`src/rtl/owts_pkg.sv`:
```
// ============================================================================
// owts_pkg: shared types and constants
// Slot bytes, sensor command bytes, error codes, register indexes and the
// result record that passes from the controller to the output register.
// ============================================================================
package owts_pkg;

    // One-wire slot bytes as sent on the UART.
    localparam logic [7:0] SLOT_RESET = 8'hf0;
    localparam logic [7:0] SLOT_ONE   = 8'hff;
    localparam logic [7:0] SLOT_ZERO  = 8'h00;

    // Sensor command bytes.
    localparam logic [7:0] CMD_SKIP_ROM   = 8'hcc;
    localparam logic [7:0] CMD_READ_PAD   = 8'hbe;
    localparam logic [7:0] CMD_WRITE_PAD  = 8'h4e;
    localparam logic [7:0] CMD_CONVERT    = 8'h44;

    // Configuration register reset values.
    localparam logic [7:0] ALARM_RESET = 8'd127;
    localparam logic [7:0] SETUP_RESET = 8'b0100_0000;

    // Transfer lengths in bytes.
    localparam logic [3:0] LEN_READ    = 4'd11;
    localparam logic [3:0] LEN_CONFIG  = 4'd5;
    localparam logic [3:0] LEN_CONVERT = 4'd2;

    // Scratchpad positions of the temperature bytes.
    localparam int TEMP_LO_IDX = 2;
    localparam int TEMP_HI_IDX = 3;

    // Configuration register indexes.
    localparam int CFG_IDX_W = 2;
    localparam logic [CFG_IDX_W-1:0] REG_ALARM_HIGH   = 2'd0;
    localparam logic [CFG_IDX_W-1:0] REG_ALARM_LOW    = 2'd1;
    localparam logic [CFG_IDX_W-1:0] REG_SENSOR_SETUP = 2'd2;

    // Input operation codes.
    localparam logic OP_TICK = 1'b0;
    localparam logic OP_ECHO = 1'b1;

    typedef enum logic [1:0] {
        ERR_OK      = 2'd0,
        ERR_NODEV   = 2'd1,
        ERR_OVERRUN = 2'd2
    } t_err;

    // One result item without the temperature, which comes from the store.
    typedef struct packed {
        logic       tx_valid;
        logic [7:0] tx_byte;
        logic       line_slow;
        logic       report_valid;
        logic       report_is_error;
        t_err       error_code;
    } t_result;

endpackage

```
`src/rtl/onewire_uart_temp_sequencer_top.sv`:
```
// ============================================================================
// onewire_uart_temp_sequencer_top: one-wire sensor reader over a UART
// Sequences scratchpad read, config write and convert transfers and
// reports the raw temperature or an error.
// ============================================================================
// Input channel (i_in_valid / o_in_stall): a tick (operation 0) starts a
// scratchpad read; an echo (operation 1) carries the byte read back from
// the line UART. Each transfer yields at most one result item.
// Output channel (o_out_valid / i_out_stall): a slot byte to send, the
// line speed to use and, at the end of a read, a temperature or error.
// A result passes from the input transfer through the result stage,
// loaded together with the store read, and then the output register.
// One item is taken every cycle while o_in_stall is low; each item does
// one sequencer state update, at most one store write and one paired read.
// When the receiver stalls, one result waits in the output register and
// one more in the result stage, after which o_in_stall rises.
// Reset (synchronous, active low) returns the sequencer to waiting, clears
// the pending error and sets the registers to defaults; i_cfg_we writes one.
// ============================================================================
module onewire_uart_temp_sequencer_top #(
    parameter int STORE_DEPTH = 16
) (
    input  logic                           i_clk,
    input  logic                           i_rst_n,
    input  logic                           i_cfg_we,
    input  logic [owts_pkg::CFG_IDX_W-1:0] i_cfg_index,
    input  logic [7:0]                     i_cfg_data,
    input  logic                           i_in_valid,
    output logic                           o_in_stall,
    input  logic                           i_operation,
    input  logic [7:0]                     i_rx_byte,
    output logic                           o_out_valid,
    input  logic                           i_out_stall,
    output logic                           o_tx_valid,
    output logic [7:0]                     o_tx_byte,
    output logic                           o_line_slow,
    output logic                           o_report_valid,
    output logic                           o_report_is_error,
    output logic [1:0]                     o_error_code,
    output logic [15:0]                    o_temperature_raw
);
    import owts_pkg::*;

    localparam int AW = $clog2(STORE_DEPTH);

    logic          p_valid;
    t_result       p_res;
    logic          p_adv;
    logic          mem_we;
    logic [AW-1:0] mem_waddr;
    logic [7:0]    mem_wdata;
    logic          mem_re;
    logic [7:0]    temp_lo;
    logic [7:0]    temp_hi;
    t_result       o_res;

    // Sequencer.
    owts_ctrl #(
        .STORE_DEPTH (STORE_DEPTH),
        .AW          (AW)
    ) u_ctrl (
        .i_clk       (i_clk),
        .i_rst_n     (i_rst_n),
        .i_cfg_we    (i_cfg_we),
        .i_cfg_index (i_cfg_index),
        .i_cfg_data  (i_cfg_data),
        .i_in_valid  (i_in_valid),
        .i_operation (i_operation),
        .i_rx_byte   (i_rx_byte),
        .i_p_adv     (p_adv),
        .o_in_stall  (o_in_stall),
        .o_p_valid   (p_valid),
        .o_p         (p_res),
        .o_mem_we    (mem_we),
        .o_mem_waddr (mem_waddr),
        .o_mem_wdata (mem_wdata),
        .o_mem_re    (mem_re)
    );

    // Frame store of echoed bytes.
    owts_store #(
        .STORE_DEPTH (STORE_DEPTH),
        .AW          (AW)
    ) u_store (
        .i_clk     (i_clk),
        .i_we      (mem_we),
        .i_waddr   (mem_waddr),
        .i_wdata   (mem_wdata),
        .i_re      (mem_re),
        .i_raddr_a (AW'(TEMP_LO_IDX)),
        .i_raddr_b (AW'(TEMP_HI_IDX)),
        .o_rdata_a (temp_lo),
        .o_rdata_b (temp_hi)
    );

    // Output register.
    owts_outq u_outq (
        .i_clk             (i_clk),
        .i_rst_n           (i_rst_n),
        .i_p_valid         (p_valid),
        .i_p               (p_res),
        .i_temp_lo         (temp_lo),
        .i_temp_hi         (temp_hi),
        .i_out_stall       (i_out_stall),
        .o_p_adv           (p_adv),
        .o_out_valid       (o_out_valid),
        .o_res             (o_res),
        .o_temperature_raw (o_temperature_raw)
    );

    assign o_tx_valid        = o_res.tx_valid;
    assign o_tx_byte         = o_res.tx_byte;
    assign o_line_slow       = o_res.line_slow;
    assign o_report_valid    = o_res.report_valid;
    assign o_report_is_error = o_res.report_is_error;
    assign o_error_code      = o_res.error_code;

    // Every result carries a slot byte or a report.
    a_result_nonempty: assert property (@(posedge i_clk) disable iff (!i_rst_n)
        o_out_valid |-> (o_tx_valid || o_report_valid))
        else $error("result without slot byte or report");

    // The reset pulse goes at slow speed, data slots at fast speed.
    a_reset_speed: assert property (@(posedge i_clk) disable iff (!i_rst_n)
        (o_out_valid && o_tx_valid) |-> ((o_tx_byte == SLOT_RESET) == o_line_slow))
        else $error("slot byte sent at the wrong line speed");

    // An error report carries no temperature.
    a_error_no_temp: assert property (@(posedge i_clk) disable iff (!i_rst_n)
        (o_out_valid && o_report_is_error) |-> (o_temperature_raw == 16'h0000))
        else $error("temperature shown with an error report");

    // With the output register empty the input is never held off.
    a_no_false_stall: assert property (@(posedge i_clk) disable iff (!i_rst_n)
        !o_out_valid |-> !o_in_stall)
        else $error("input stalled with an empty output register");

endmodule

```
`src/rtl/owts_store.sv`:
```
// ============================================================================
// owts_store: frame store
// Synchronous memory of echoed bytes with one write port and two
// registered read ports.
// ============================================================================
module owts_store #(
    parameter int STORE_DEPTH = 16,
    parameter int AW          = $clog2(STORE_DEPTH)
) (
    input  logic          i_clk,
    input  logic          i_we,
    input  logic [AW-1:0] i_waddr,
    input  logic [7:0]    i_wdata,
    input  logic          i_re,
    input  logic [AW-1:0] i_raddr_a,
    input  logic [AW-1:0] i_raddr_b,
    output logic [7:0]    o_rdata_a,
    output logic [7:0]    o_rdata_b
);

    logic [7:0] r_mem [STORE_DEPTH];
    logic [7:0] r_rdata_a;
    logic [7:0] r_rdata_b;

    // Write port.
    always_ff @(posedge i_clk) begin
        if (i_we) begin
            r_mem[i_waddr] <= i_wdata;
        end
    end

    // Read ports with registered data; a read returns the old contents.
    always_ff @(posedge i_clk) begin
        if (i_re) begin
            r_rdata_a <= r_mem[i_raddr_a];
            r_rdata_b <= r_mem[i_raddr_b];
        end
    end

    assign o_rdata_a = r_rdata_a;
    assign o_rdata_b = r_rdata_b;

endmodule

```
`src/rtl/owts_ctrl.sv`:
```
// ============================================================================
// owts_ctrl: transfer sequencer
// Runs the read, config and convert transfers, samples echoed slots into
// bytes for the frame store and registers at most one result per item.
// ============================================================================
module owts_ctrl #(
    parameter int STORE_DEPTH = 16,
    parameter int AW          = $clog2(STORE_DEPTH)
) (
    input  logic                           i_clk,
    input  logic                           i_rst_n,
    input  logic                           i_cfg_we,
    input  logic [owts_pkg::CFG_IDX_W-1:0] i_cfg_index,
    input  logic [7:0]                     i_cfg_data,
    input  logic                           i_in_valid,
    input  logic                           i_operation,
    input  logic [7:0]                     i_rx_byte,
    input  logic                           i_p_adv,
    output logic                           o_in_stall,
    output logic                           o_p_valid,
    output owts_pkg::t_result              o_p,
    output logic                           o_mem_we,
    output logic [AW-1:0]                  o_mem_waddr,
    output logic [7:0]                     o_mem_wdata,
    output logic                           o_mem_re
);
    import owts_pkg::*;

    typedef enum logic [1:0] {
        ST_WAIT    = 2'd0,
        ST_CONFIG  = 2'd1,
        ST_CONVERT = 2'd2,
        ST_READ    = 2'd3
    } t_stage;

    t_stage     r_stage, n_stage;
    logic       r_in_reset, n_in_reset;
    logic       r_active, n_active;
    logic [2:0] r_bit, n_bit;
    logic [3:0] r_byte, n_byte;
    logic [7:0] r_accum, n_accum;
    logic [3:0] r_len, n_len;
    t_err       r_perr, n_perr;
    logic       r_slow, n_slow;
    logic [7:0] r_alarm_high, r_alarm_low, r_setup;
    logic [7:0] r_snap_high, r_snap_low, r_snap_setup;
    logic       r_p_valid;
    t_result    r_p;
    t_result    n_res;
    logic       accept;
    logic       complete;
    logic       take_snap;
    logic       start;
    logic [3:0] start_len;
    logic [7:0] acc_upd;
    logic [7:0] frame;

    // Byte that a transfer sends at a given position.
    function automatic logic [7:0] frame_byte(input t_stage stage, input logic [3:0] idx,
                                              input logic [7:0] ah, input logic [7:0] al,
                                              input logic [7:0] ss);
        logic [7:0] b;
        b = SLOT_ONE;
        case (stage)
            ST_READ: begin
                case (idx)
                    4'd0:    b = CMD_SKIP_ROM;
                    4'd1:    b = CMD_READ_PAD;
                    default: b = SLOT_ONE;
                endcase
            end
            ST_CONFIG: begin
                case (idx)
                    4'd0:    b = CMD_SKIP_ROM;
                    4'd1:    b = CMD_WRITE_PAD;
                    4'd2:    b = ah;
                    4'd3:    b = al;
                    default: b = ss;
                endcase
            end
            ST_CONVERT: begin
                case (idx)
                    4'd0:    b = CMD_SKIP_ROM;
                    default: b = CMD_CONVERT;
                endcase
            end
            default: b = SLOT_ONE;
        endcase
        return b;
    endfunction

    // The result register takes a new item when empty or when it moves on.
    assign accept     = i_in_valid & ~o_in_stall;
    assign o_in_stall = r_p_valid & ~i_p_adv;

    // Next state and result of the accepted item.
    always_comb begin
        n_stage     = r_stage;
        n_in_reset  = r_in_reset;
        n_active    = r_active;
        n_bit       = r_bit;
        n_byte      = r_byte;
        n_accum     = r_accum;
        n_len       = r_len;
        n_perr      = r_perr;
        n_slow      = r_slow;
        n_res       = '0;
        complete    = 1'b0;
        take_snap   = 1'b0;
        start       = 1'b0;
        start_len   = LEN_READ;
        acc_upd     = r_accum | (8'd1 << r_bit);
        frame       = 8'h00;
        o_mem_we    = 1'b0;
        o_mem_waddr = r_byte[AW-1:0];
        o_mem_wdata = r_accum;

        if (accept) begin
            if (i_operation == OP_TICK) begin
                // A tick while a chain is still running counts as an overrun.
                if (r_stage != ST_WAIT) begin
                    n_perr = ERR_OVERRUN;
                end
                n_stage   = ST_READ;
                start     = 1'b1;
                start_len = LEN_READ;
            end else if (r_active) begin
                if (r_in_reset) begin
                    // Presence check: an unchanged reset byte means no device.
                    n_slow     = 1'b0;
                    n_in_reset = 1'b0;
                    if (i_rx_byte == SLOT_RESET) begin
                        n_perr   = ERR_NODEV;
                        n_active = 1'b0;
                        complete = 1'b1;
                    end
                end else begin
                    // Sample one bit, LSB first; a full byte goes to the store.
                    acc_upd = (i_rx_byte == SLOT_ONE) ? (r_accum | (8'd1 << r_bit)) : r_accum;
                    n_accum = acc_upd;
                    n_bit   = r_bit + 3'd1;
                    if (r_bit == 3'd7) begin
                        o_mem_we    = 1'b1;
                        o_mem_wdata = acc_upd;
                        n_accum     = 8'h00;
                        n_byte      = r_byte + 4'd1;
                        if (n_byte == r_len) begin
                            n_active = 1'b0;
                            complete = 1'b1;
                        end
                    end
                end

                // Next slot of the running transfer.
                if (!complete) begin
                    frame          = frame_byte(r_stage, n_byte, r_snap_high,
                                                r_snap_low, r_snap_setup);
                    n_res.tx_valid = 1'b1;
                    n_res.tx_byte  = frame[n_bit] ? SLOT_ONE : SLOT_ZERO;
                end

                // Chain to the next transfer at the end of this one.
                if (complete) begin
                    case (r_stage)
                        ST_READ: begin
                            n_res.report_valid = 1'b1;
                            if (n_perr != ERR_OK) begin
                                n_res.report_is_error = 1'b1;
                                n_res.error_code      = n_perr;
                                n_perr                = ERR_OK;
                            end
                            take_snap = 1'b1;
                            n_stage   = ST_CONFIG;
                            start     = 1'b1;
                            start_len = LEN_CONFIG;
                        end
                        ST_CONFIG: begin
                            n_stage   = ST_CONVERT;
                            start     = 1'b1;
                            start_len = LEN_CONVERT;
                        end
                        ST_CONVERT: begin
                            n_stage = ST_WAIT;
                        end
                        default: begin
                            n_stage = r_stage;
                        end
                    endcase
                end
            end

            // A new transfer opens with the reset pulse at slow speed.
            if (start) begin
                n_in_reset     = 1'b1;
                n_bit          = 3'd0;
                n_byte         = 4'd0;
                n_accum        = 8'h00;
                n_len          = start_len;
                n_slow         = 1'b1;
                n_active       = 1'b1;
                n_res.tx_valid = 1'b1;
                n_res.tx_byte  = SLOT_RESET;
            end
            n_res.line_slow = n_slow;
        end
    end

    // The temperature bytes are read on every transfer into the result stage.
    assign o_mem_re = accept;

    // Sequencer state and configuration registers.
    always_ff @(posedge i_clk) begin
        if (!i_rst_n) begin
            r_stage      <= ST_WAIT;
            r_in_reset   <= 1'b0;
            r_active     <= 1'b0;
            r_bit        <= 3'd0;
            r_byte       <= 4'd0;
            r_accum      <= 8'h00;
            r_len        <= 4'd0;
            r_perr       <= ERR_OK;
            r_slow       <= 1'b0;
            r_alarm_high <= ALARM_RESET;
            r_alarm_low  <= ALARM_RESET;
            r_setup      <= SETUP_RESET;
        end else begin
            r_stage    <= n_stage;
            r_in_reset <= n_in_reset;
            r_active   <= n_active;
            r_bit      <= n_bit;
            r_byte     <= n_byte;
            r_accum    <= n_accum;
            r_len      <= n_len;
            r_perr     <= n_perr;
            r_slow     <= n_slow;
            if (i_cfg_we) begin
                case (i_cfg_index)
                    REG_ALARM_HIGH:   r_alarm_high <= i_cfg_data;
                    REG_ALARM_LOW:    r_alarm_low  <= i_cfg_data;
                    REG_SENSOR_SETUP: r_setup      <= i_cfg_data;
                    default:          r_setup      <= r_setup;
                endcase
            end
        end
    end

    // The config frame is fixed when the read transfer ends.
    always_ff @(posedge i_clk) begin
        if (take_snap) begin
            r_snap_high  <= r_alarm_high;
            r_snap_low   <= r_alarm_low;
            r_snap_setup <= r_setup;
        end
    end

    // Result stage.
    always_ff @(posedge i_clk) begin
        if (!i_rst_n) begin
            r_p_valid <= 1'b0;
        end else if (accept) begin
            r_p_valid <= n_res.tx_valid | n_res.report_valid;
        end else if (i_p_adv) begin
            r_p_valid <= 1'b0;
        end
    end

    always_ff @(posedge i_clk) begin
        if (accept) begin
            r_p <= n_res;
        end
    end

    assign o_p_valid = r_p_valid;
    assign o_p       = r_p;

endmodule

```
`src/rtl/owts_outq.sv`:
```
// ============================================================================
// owts_outq: output register
// Holds one result item for the receiver and merges in the temperature
// bytes read from the frame store.
// ============================================================================
module owts_outq (
    input  logic              i_clk,
    input  logic              i_rst_n,
    input  logic              i_p_valid,
    input  owts_pkg::t_result i_p,
    input  logic [7:0]        i_temp_lo,
    input  logic [7:0]        i_temp_hi,
    input  logic              i_out_stall,
    output logic              o_p_adv,
    output logic              o_out_valid,
    output owts_pkg::t_result o_res,
    output logic [15:0]       o_temperature_raw
);
    import owts_pkg::*;

    logic        r_o_valid;
    t_result     r_o;
    logic [15:0] r_temp;

    // The result stage moves on when this register is empty or drains.
    assign o_p_adv = ~r_o_valid | ~i_out_stall;

    always_ff @(posedge i_clk) begin
        if (!i_rst_n) begin
            r_o_valid <= 1'b0;
        end else if (o_p_adv) begin
            r_o_valid <= i_p_valid;
        end
    end

    // Temperature is shown only on a report that is not an error.
    always_ff @(posedge i_clk) begin
        if (o_p_adv) begin
            r_o    <= i_p;
            r_temp <= (i_p.report_valid && !i_p.report_is_error) ?
                      {i_temp_hi, i_temp_lo} : 16'h0000;
        end
    end

    assign o_out_valid       = r_o_valid;
    assign o_res             = r_o;
    assign o_temperature_raw = r_temp;

endmodule

```
`config.mk`:
```
export PLATFORM = sky130hd
export DESIGN_NAME = onewire_uart_temp_sequencer_top
export DESIGN_NICKNAME = d
export VERILOG_FILES = /design/src/rtl/owts_pkg.sv /design/src/rtl/onewire_uart_temp_sequencer_top.sv /design/src/rtl/owts_store.sv /design/src/rtl/owts_ctrl.sv /design/src/rtl/owts_outq.sv
export SDC_FILE = /design/constraint.sdc
export NUM_CORES = 1
export LEC_CHECK = 0
export BUFFER_PORTS_ARGS = -buffer_cell sky130_fd_sc_hd__buf_4
export CELL_PAD_IN_SITES_DETAIL_PLACEMENT = 1
export CELL_PAD_IN_SITES_GLOBAL_PLACEMENT = 2
export CORE_MARGIN = 4
export CORE_UTILIZATION = 30
export CTS_BUF_LIST = sky130_fd_sc_hd__clkbuf_16
export DETAILED_ROUTE_END_ITERATION = 8
export PLACE_DENSITY_LB_ADDON = 0.08
export RECOVER_POWER = 50
export SYNTH_ARGS = -nofsm -noshare
export SYNTH_HDL_FRONTEND = slang
export SYNTH_SLANG_ARGS = --single-unit
```
`constraint.sdc`:
```
create_clock -name i_clk -period 3.1 [get_ports i_clk]
set_input_delay 0.155 -clock i_clk [delete_from_list [all_inputs] [get_ports i_clk]]
set_output_delay 0.155 -clock i_clk [all_outputs]
set_load 0.01 [all_outputs]
```
# [Word level (Yosys, flattened, before mapping)]
# Memories as Yosys holds them, arrays and structs flattened. A register that Yosys moved wholly into a read port is not among the register bits.
# Index checks and enable logic that the tools add are counted.
[totals] ff_bits=120 ramBits=128 mem_count=1
[op_classes] add_sub_neg=2 n_lt_le_gt_ge=1 eq_ne=16 shifts=1 mux=106 n_bitwise=12 n_reduce_logical=23
[memory_table] name="u_store.r_mem" words=16 word_bits=8 read_ports=2 rd_ports_with_merged_regs=2 write_ports=1 line="owts_store.sv:21" rtl="logic [7:0] r_mem [STORE_DEPTH];"
[op_table] operator="$mux W8" count=17
[op_table] operator="$mux W4" count=15
[op_table] operator="$mux W1" count=41
[op_table] operator="$mux W9" count=4
[op_table] operator="$pmux W8 S4" count=1
[op_table] operator="$mux W2" count=14
[op_table] operator="$mux W3" count=8
[op_table] operator="$pmux W8 S3" count=1
[op_table] operator="$eq A8 B8 Y1 const B" count=2
[op_table] operator="$mux W14" count=1
[op_table] operator="$pmux W7 S2" count=1
[op_table] operator="$reduce_bool A2 Y1" count=6
[op_table] operator="$reduce_and A2 Y1" count=5
[op_table] operator="$eq A4 B2 Y1 const B" count=2
[op_table] operator="$or A8 B8 Y8" count=1
[op_table] operator="$pmux W4 S2" count=1
[op_table] operator="$reduce_and A4 Y1" count=2
[op_table] operator="$shl A1 B3 Y8 const A" count=1
[op_table] operator="$not A1 Y1" count=7
[op_table] operator="$eq A2 B2 Y1 const B" count=3
[op_table] operator="$pmux W2 S3" count=1
[op_table] operator="$reduce_and A3 Y1" count=2
[op_table] operator="$reduce_and A6 Y1" count=1
[op_table] operator="$reduce_and A5 Y1" count=1
[op_table] operator="19 further kinds" count=23

# [Depth between registers and ports, before layout]
[depth] depth_word=24 mapped_depth=11

# [Hierarchy]
# A second synthesis with hierarchy kept.
[unflattened] cells_unflattened=762 hier_area_um2=11528.6
[modules_own_cells] mod="owts_store" n_inst=1 cells_each=307 area_each_um2=6505.0 seq_area_each_um2=4324.1
[modules_own_cells] mod="owts_ctrl" n_inst=1 cells_each=401 area_each_um2=3940.0 seq_area_each_um2=1981.9
[modules_own_cells] mod="owts_outq" n_inst=1 cells_each=52 area_each_um2=1076.0 seq_area_each_um2=920.9
[modules_own_cells] mod="onewire_uart_temp_sequencer_top" n_inst=1 cells_each=2 area_each_um2=7.5 seq_area_each_um2=0.0

# [Least setup slack after synthesis]
# No wires, ideal clock.
[synth_timing] path_type="register to register" start="register u_ctrl.r_bit[1]" end="register u_ctrl.r_snap_high[0] (enable)" setup_ps=379 arrival_ps=2402 required_ps=2721 slack_ps=319 path_stages_with_launch=9 synth_period_minus_slack_ps=2781 cell_sequence="dfxtp_1 > ha_1 > ha_1 > nor2b_1 > nand4_1 > o21bai_1 > nor2b_1 > nand2_1 > inv_1"
[synth_between] elab_chain_len=10
[synth_rtl] item="from (decl)" line="owts_ctrl.sv:39" rtl="logic [2:0] r_bit, n_bit;"
[synth_rtl] item="from (signal assigned)" line="owts_ctrl.sv:230" rtl="r_bit <= n_bit;"
[synth_rtl] item="$eq A3 B3 Y1" line="owts_ctrl.sv:142" rtl="if (r_bit == 3'd7) begin"
[synth_rtl] item="$mux W1" line="owts_ctrl.sv:142"
[synth_rtl] item="$mux W1" line="owts_ctrl.sv:128" rtl="if (r_in_reset) begin"
[synth_rtl] item="$mux W1" line="owts_ctrl.sv:127" rtl="end else if (r_active) begin"
[synth_rtl] item="$mux W1" line="owts_ctrl.sv:119" rtl="if (i_operation == OP_TICK) begin"
[synth_rtl] item="$mux W1" line="owts_ctrl.sv:118" rtl="if (accept) begin"
[synth_rtl] item="$mux W1" line="owts_ctrl.sv:163" rtl="if (complete) begin"
[synth_rtl] item="$mux W1" line="owts_ctrl.sv:127"
[synth_rtl] item="$mux W1" line="owts_ctrl.sv:119"
[synth_rtl] item="$mux W1" line="owts_ctrl.sv:118"
[synth_rtl] item="to (signal assigned)" line="owts_ctrl.sv:250" rtl="r_snap_high <= r_alarm_high;"
[synth_rtl] item="to (decl)" line="owts_ctrl.sv:46" rtl="logic [7:0] r_snap_high, r_snap_low, r_snap_setup;"
# No other way between the ends. The select of a mux whose other input is x is not followed.
# A chain may end at the register's enable or synchronous reset.

# [Final worst setup path]
[layout_timing] start="register u_ctrl.r_in_reset" end="register u_ctrl.r_p, in the netlist u_ctrl.o_p[11] (data pin)"
[layout_between] elab_chain_len=18
[layout_rtl] item="from (decl)" line="owts_ctrl.sv:37" rtl="logic r_in_reset, n_in_reset;"
[layout_rtl] item="from (signal assigned)" line="owts_ctrl.sv:228" rtl="r_in_reset <= n_in_reset;"
[layout_rtl] item="$mux W4" line="owts_ctrl.sv:128"
[layout_rtl] item="$mux W4" line="owts_ctrl.sv:127"
[layout_rtl] item="$mux W4" line="owts_ctrl.sv:119"
[layout_rtl] item="$mux W4" line="owts_ctrl.sv:118"
[layout_rtl] item="$eq A4 B2 Y1 (tied with other cells)" line="owts_ctrl.sv:73" rtl="case (idx)"
[layout_rtl] item="$pmux W8 S4 (tied with other cells)" line="owts_ctrl.sv:73"
[layout_rtl] item="$pmux W8 S3" line="owts_ctrl.sv:64" rtl="case (stage)"
[layout_rtl] item="$mux W8" line="owts_ctrl.sv:155" rtl="if (!complete) begin"
[layout_rtl] item="(+2 left out)"
[layout_rtl] item="$mux W8" line="owts_ctrl.sv:118"
[layout_rtl] item="$bmux W1 S3" line="owts_ctrl.sv:159" rtl="n_res.tx_byte = frame[n_bit] ? SLOT_ONE : SLOT_ZERO;"
[layout_rtl] item="$mux W1 (not written as such)" line="owts_ctrl.sv:159"
[layout_rtl] item="$mux W8" line="owts_ctrl.sv:159"
[layout_rtl] item="$mux W9" line="owts_ctrl.sv:155"
[layout_rtl] item="$mux W9" line="owts_ctrl.sv:127"
[layout_rtl] item="$mux W9" line="owts_ctrl.sv:119"
[layout_rtl] item="$mux W9 *" line="owts_ctrl.sv:193" rtl="if (start) begin"
[layout_rtl] item="to (signal assigned)" line="owts_ctrl.sv:269" rtl="r_p <= n_res;"
[layout_rtl] item="to (decl)" line="owts_ctrl.sv:48" rtl="t_result r_p;"
# Every way passes the cells marked *; elsewhere a longest branch is shown, timed or not. The select of a mux whose other input is x is not followed.

==> results.md <==
- CTS tree: built
- Max clock buf depth: 2
- Mapped Avg Cell Area: 12.2 um^2
- Count leader, synth: edfxtp_1
- Std cell rows: 51
- Worst reg2reg setup slack: 0.17 ns
- Combinational Power Share: 0.057
- First-pass GRT wire length: 22400 um
- Reg2reg path depth: 7
- Die X: 149 um
- Flop pwr share: 0.469
- RSZ-0062 raised after global routing: no
- Delay of the slowest critical-path stage: 0.74 ns
- Final Slew Violations: 0
- Mapped Nets: 526
- Critical path cell sequence: and2b_4, xnor2_4, mux4_2, a21oi_1, o2111a_1, a221o_1, nand2_1
- Post-DP Area: 6700 um^2
- Worst Hold Launch: i_out_stall
- Clk slew on worst S/H paths: 0.06 ns
- Power Total: 4380 uW
- Seq cells post-synth: 140
- Critical path data required time: 3.25 ns
- Buf/Inv on CP: 0
- Final setup violation count: 0
- Via-to-Cell Ratio: 4.64
- Area share of the largest cell type after synthesis: 0.442
- Max cap viols: 0
- Hold_ws: 0.0213 ns
- DP HPWL: 10000 um
- Initial DRT Pass Iterations: 4
- Largest net degree at the start of global routing: 41
- Final Wtd Congestion: 0.760
- Synth top cells by count: edfxtp_1, dfxtp_1, nand2_1
- Final design utilization: 0.371
- H-Tree Depth: 4
- Top Ports: 56
- FF-to-FF Start: u_ctrl.r_in_reset
- Clock skew: 0.00649 ns
- Vias: 3898
- Fin area: 7250 um^2
- Final critical-path share of the clock period: 0.946
- Power per cell area: 604 nW/um^2
- Max stage delay cell, worst path: dfxtp_1
- Sw Pwr: 1040 uW
- Die ar.: 22200 um^2
- Port bufs: 55
- CTS buffer count: 17
- Slew @ Worst Pin: 0.960 ns
- Final wirelength: 13700 um
- Hold Crit Class: in -> reg
- Lkg Pwr: 0.00284 uW
- Worst Path Max Fanout: 14
- Root Buffer Master: clkbuf_16
- Clock latency on the worst-skew pair: 0.42 ns
- Top cell type by total area after synthesis: edfxtp_1
- Worst path arrival time: 3.08 ns
- CTS sink cnt: 140
- WL per Instance: 16.4 um
- Peak supply drop: 0.387 mV
- WHS Endpoint: u_outq.o_out_valid
- DRC: 0
- Synthesized area: 5970 um^2
- Critical path type: reg -> reg
- CP Capture Type: flip-flop
- EDFF count, synth: 88
- Crit path time final: 2.93 ns
- CP Launch Type: flip-flop
- Initial antenna violation count: 0
- Clock power frac: 0.474
- DRT iter0 DRCs: 115
- Core area: 19500 um^2
- Gr ovfl total: 0
- Crit-path leading delay family: flip-flops
- FMAX: 0.341 GHz
- Synth async-reset ratio: 0
- Ys flop type: edfxtp_1
- Gr usage total: 0.130
- Synth unique cells: 70
- Max_slew headroom: 0.358
- Setup_tns: 0 ns
- Reg-to-reg endpoint: u_ctrl.o_p[11]
- Share of layout cells above drive strength 1: 0.146
- Hold-critical path depth: 3
- Area Overhead vs Synth: 21.4%
- Sequential area share after synthesis: 0.617
- Sw frac: 0.237
- Pint: 3340 uW
- Hold Fails Final Rpt: 0
- Die Y: 149 um
- Initial Utilization: 0.306
- Post-Syn Instances: 489
- Synth warn: 0
- Routed Antenna Nets: 0
- Status: finished, final reports clean
- Largest cells by area after synthesis: edfxtp_1, dfxtp_1, nand2_1
- Vias in the first global route: 4119
- Final net count: 598
==> worst max-delay path by stage <==
stage                      startpoint                     to  slack (ns)  depth (start not counted)
finish              u_ctrl.r_in_reset         u_ctrl.o_p[11]        0.17                          7
global route        u_ctrl.r_in_reset         u_ctrl.o_p[11]        0.01                          7
CTS                   u_ctrl.r_bit[1]          u_ctrl.o_p[7]        0.04                          9
detailed placement    u_ctrl.r_bit[1]          u_ctrl.o_p[7]        0.09                          9
global placement    u_ctrl.r_in_reset         u_ctrl.o_p[11]        0.23                          7
floorplan             u_ctrl.r_bit[1]  u_ctrl.r_snap_high[0]        0.32                          8
==> cell families after synthesis <==
kind of cell    after synthesis  synth area share
simple gates                183             0.164
flops                       140             0.617
compound gates               80            0.0978
buf+inv                      42            0.0331
mux                          19            0.0346
fa+ha+maj                    13            0.0272
xor+xnor                     12            0.0262
==> final cells by class <==
cell class | count | area, um^2
fillers | 2149 | 12300
clock inverters | 15 | 179
inverters | 19 | 71.3
multi-input cells | 307 | 2110
clock buffers | 17 | 425
flip-flops and latches | 140 | 3680
repair buffers | 76 | 450
well taps | 265 | 332
diodes | 1 | 2.50
==> worst register-to-register path, stage by stage, from the launching register on <==
cell and delay [ns]:
dfxtp_1 0.74, and2b_4 0.31, xnor2_4 0.35, mux4_2 0.56, a21oi_1 0.20, o2111a_1 0.24, a221o_1 0.21, nand2_1 0.07
==> power by group through the flow <==
stage               Combinational (uW)  Sequential (uW)  Clock, uW
floorplan                          155             2090          0
global placement                   266             2090          0
detailed placement                 269             2100          0
CTS                                278             2050       2150
global route                       281             2060       2230
finish                             249             2050       2080
==> routing by layer <==
layer | up-vias | global-route usage | wire length [um]
met1 | 1906 | 0.161 | 6110
li1 | 1912 | - | -
met5 | - | 0 | 0
met2 | 67 | 0.225 | 6880
met4 | 0 | 0.0485 | 242
met3 | 13 | 0.0270 | 501
==> per-stage QoR <==
step | setup slack (ns) | cells
global route | 0.0139 | 839
global placement | 0.229 | 799
detailed placement | 0.0906 | 799
CTS | 0.0366 | 838
floorplan | 0.319 | 489
finish | 0.167 | 840
==> what timing repair did <==
item	in CTS	in global routing
setup endpoints to repair	0	2
endpoints found under the hold margin	15	0
resized for setup	0	3
buffers inserted	0	1
hold buffers	7	0
==> placed cells by master, fill, tap and decap left out, types with 3 or more instances in the layout <==
cell	instances
edfxtp_1	88
nand2_1	52
dfxtp_1	52
clkbuf_1	40
nor2_1	32
buf_4	28
a21oi_1	19
inv_1	17
clkbuf_16	17
nand3_1	16
nor2b_1	15
mux2i_1	15
and2_0	13
ha_1	13
and2_1	7
a31oi_1	7
dlygate4sd3_1	7
o211ai_1	6
xor2_1	5
a21o_1	5
a21boi_0	5
nor3_1	5
inv_8	5
xnor2_1	4
a31o_2	4
and3_1	4
nand2b_1	4
and3b_1	4
nor3b_1	4
o211a_1	4
o21a_1	4
nand4_1	3
nand3b_1	3
o21ai_1	3
or4_1	3
inv_6	3
clkinvlp_4	3
(Power assumes the default switching activity.)
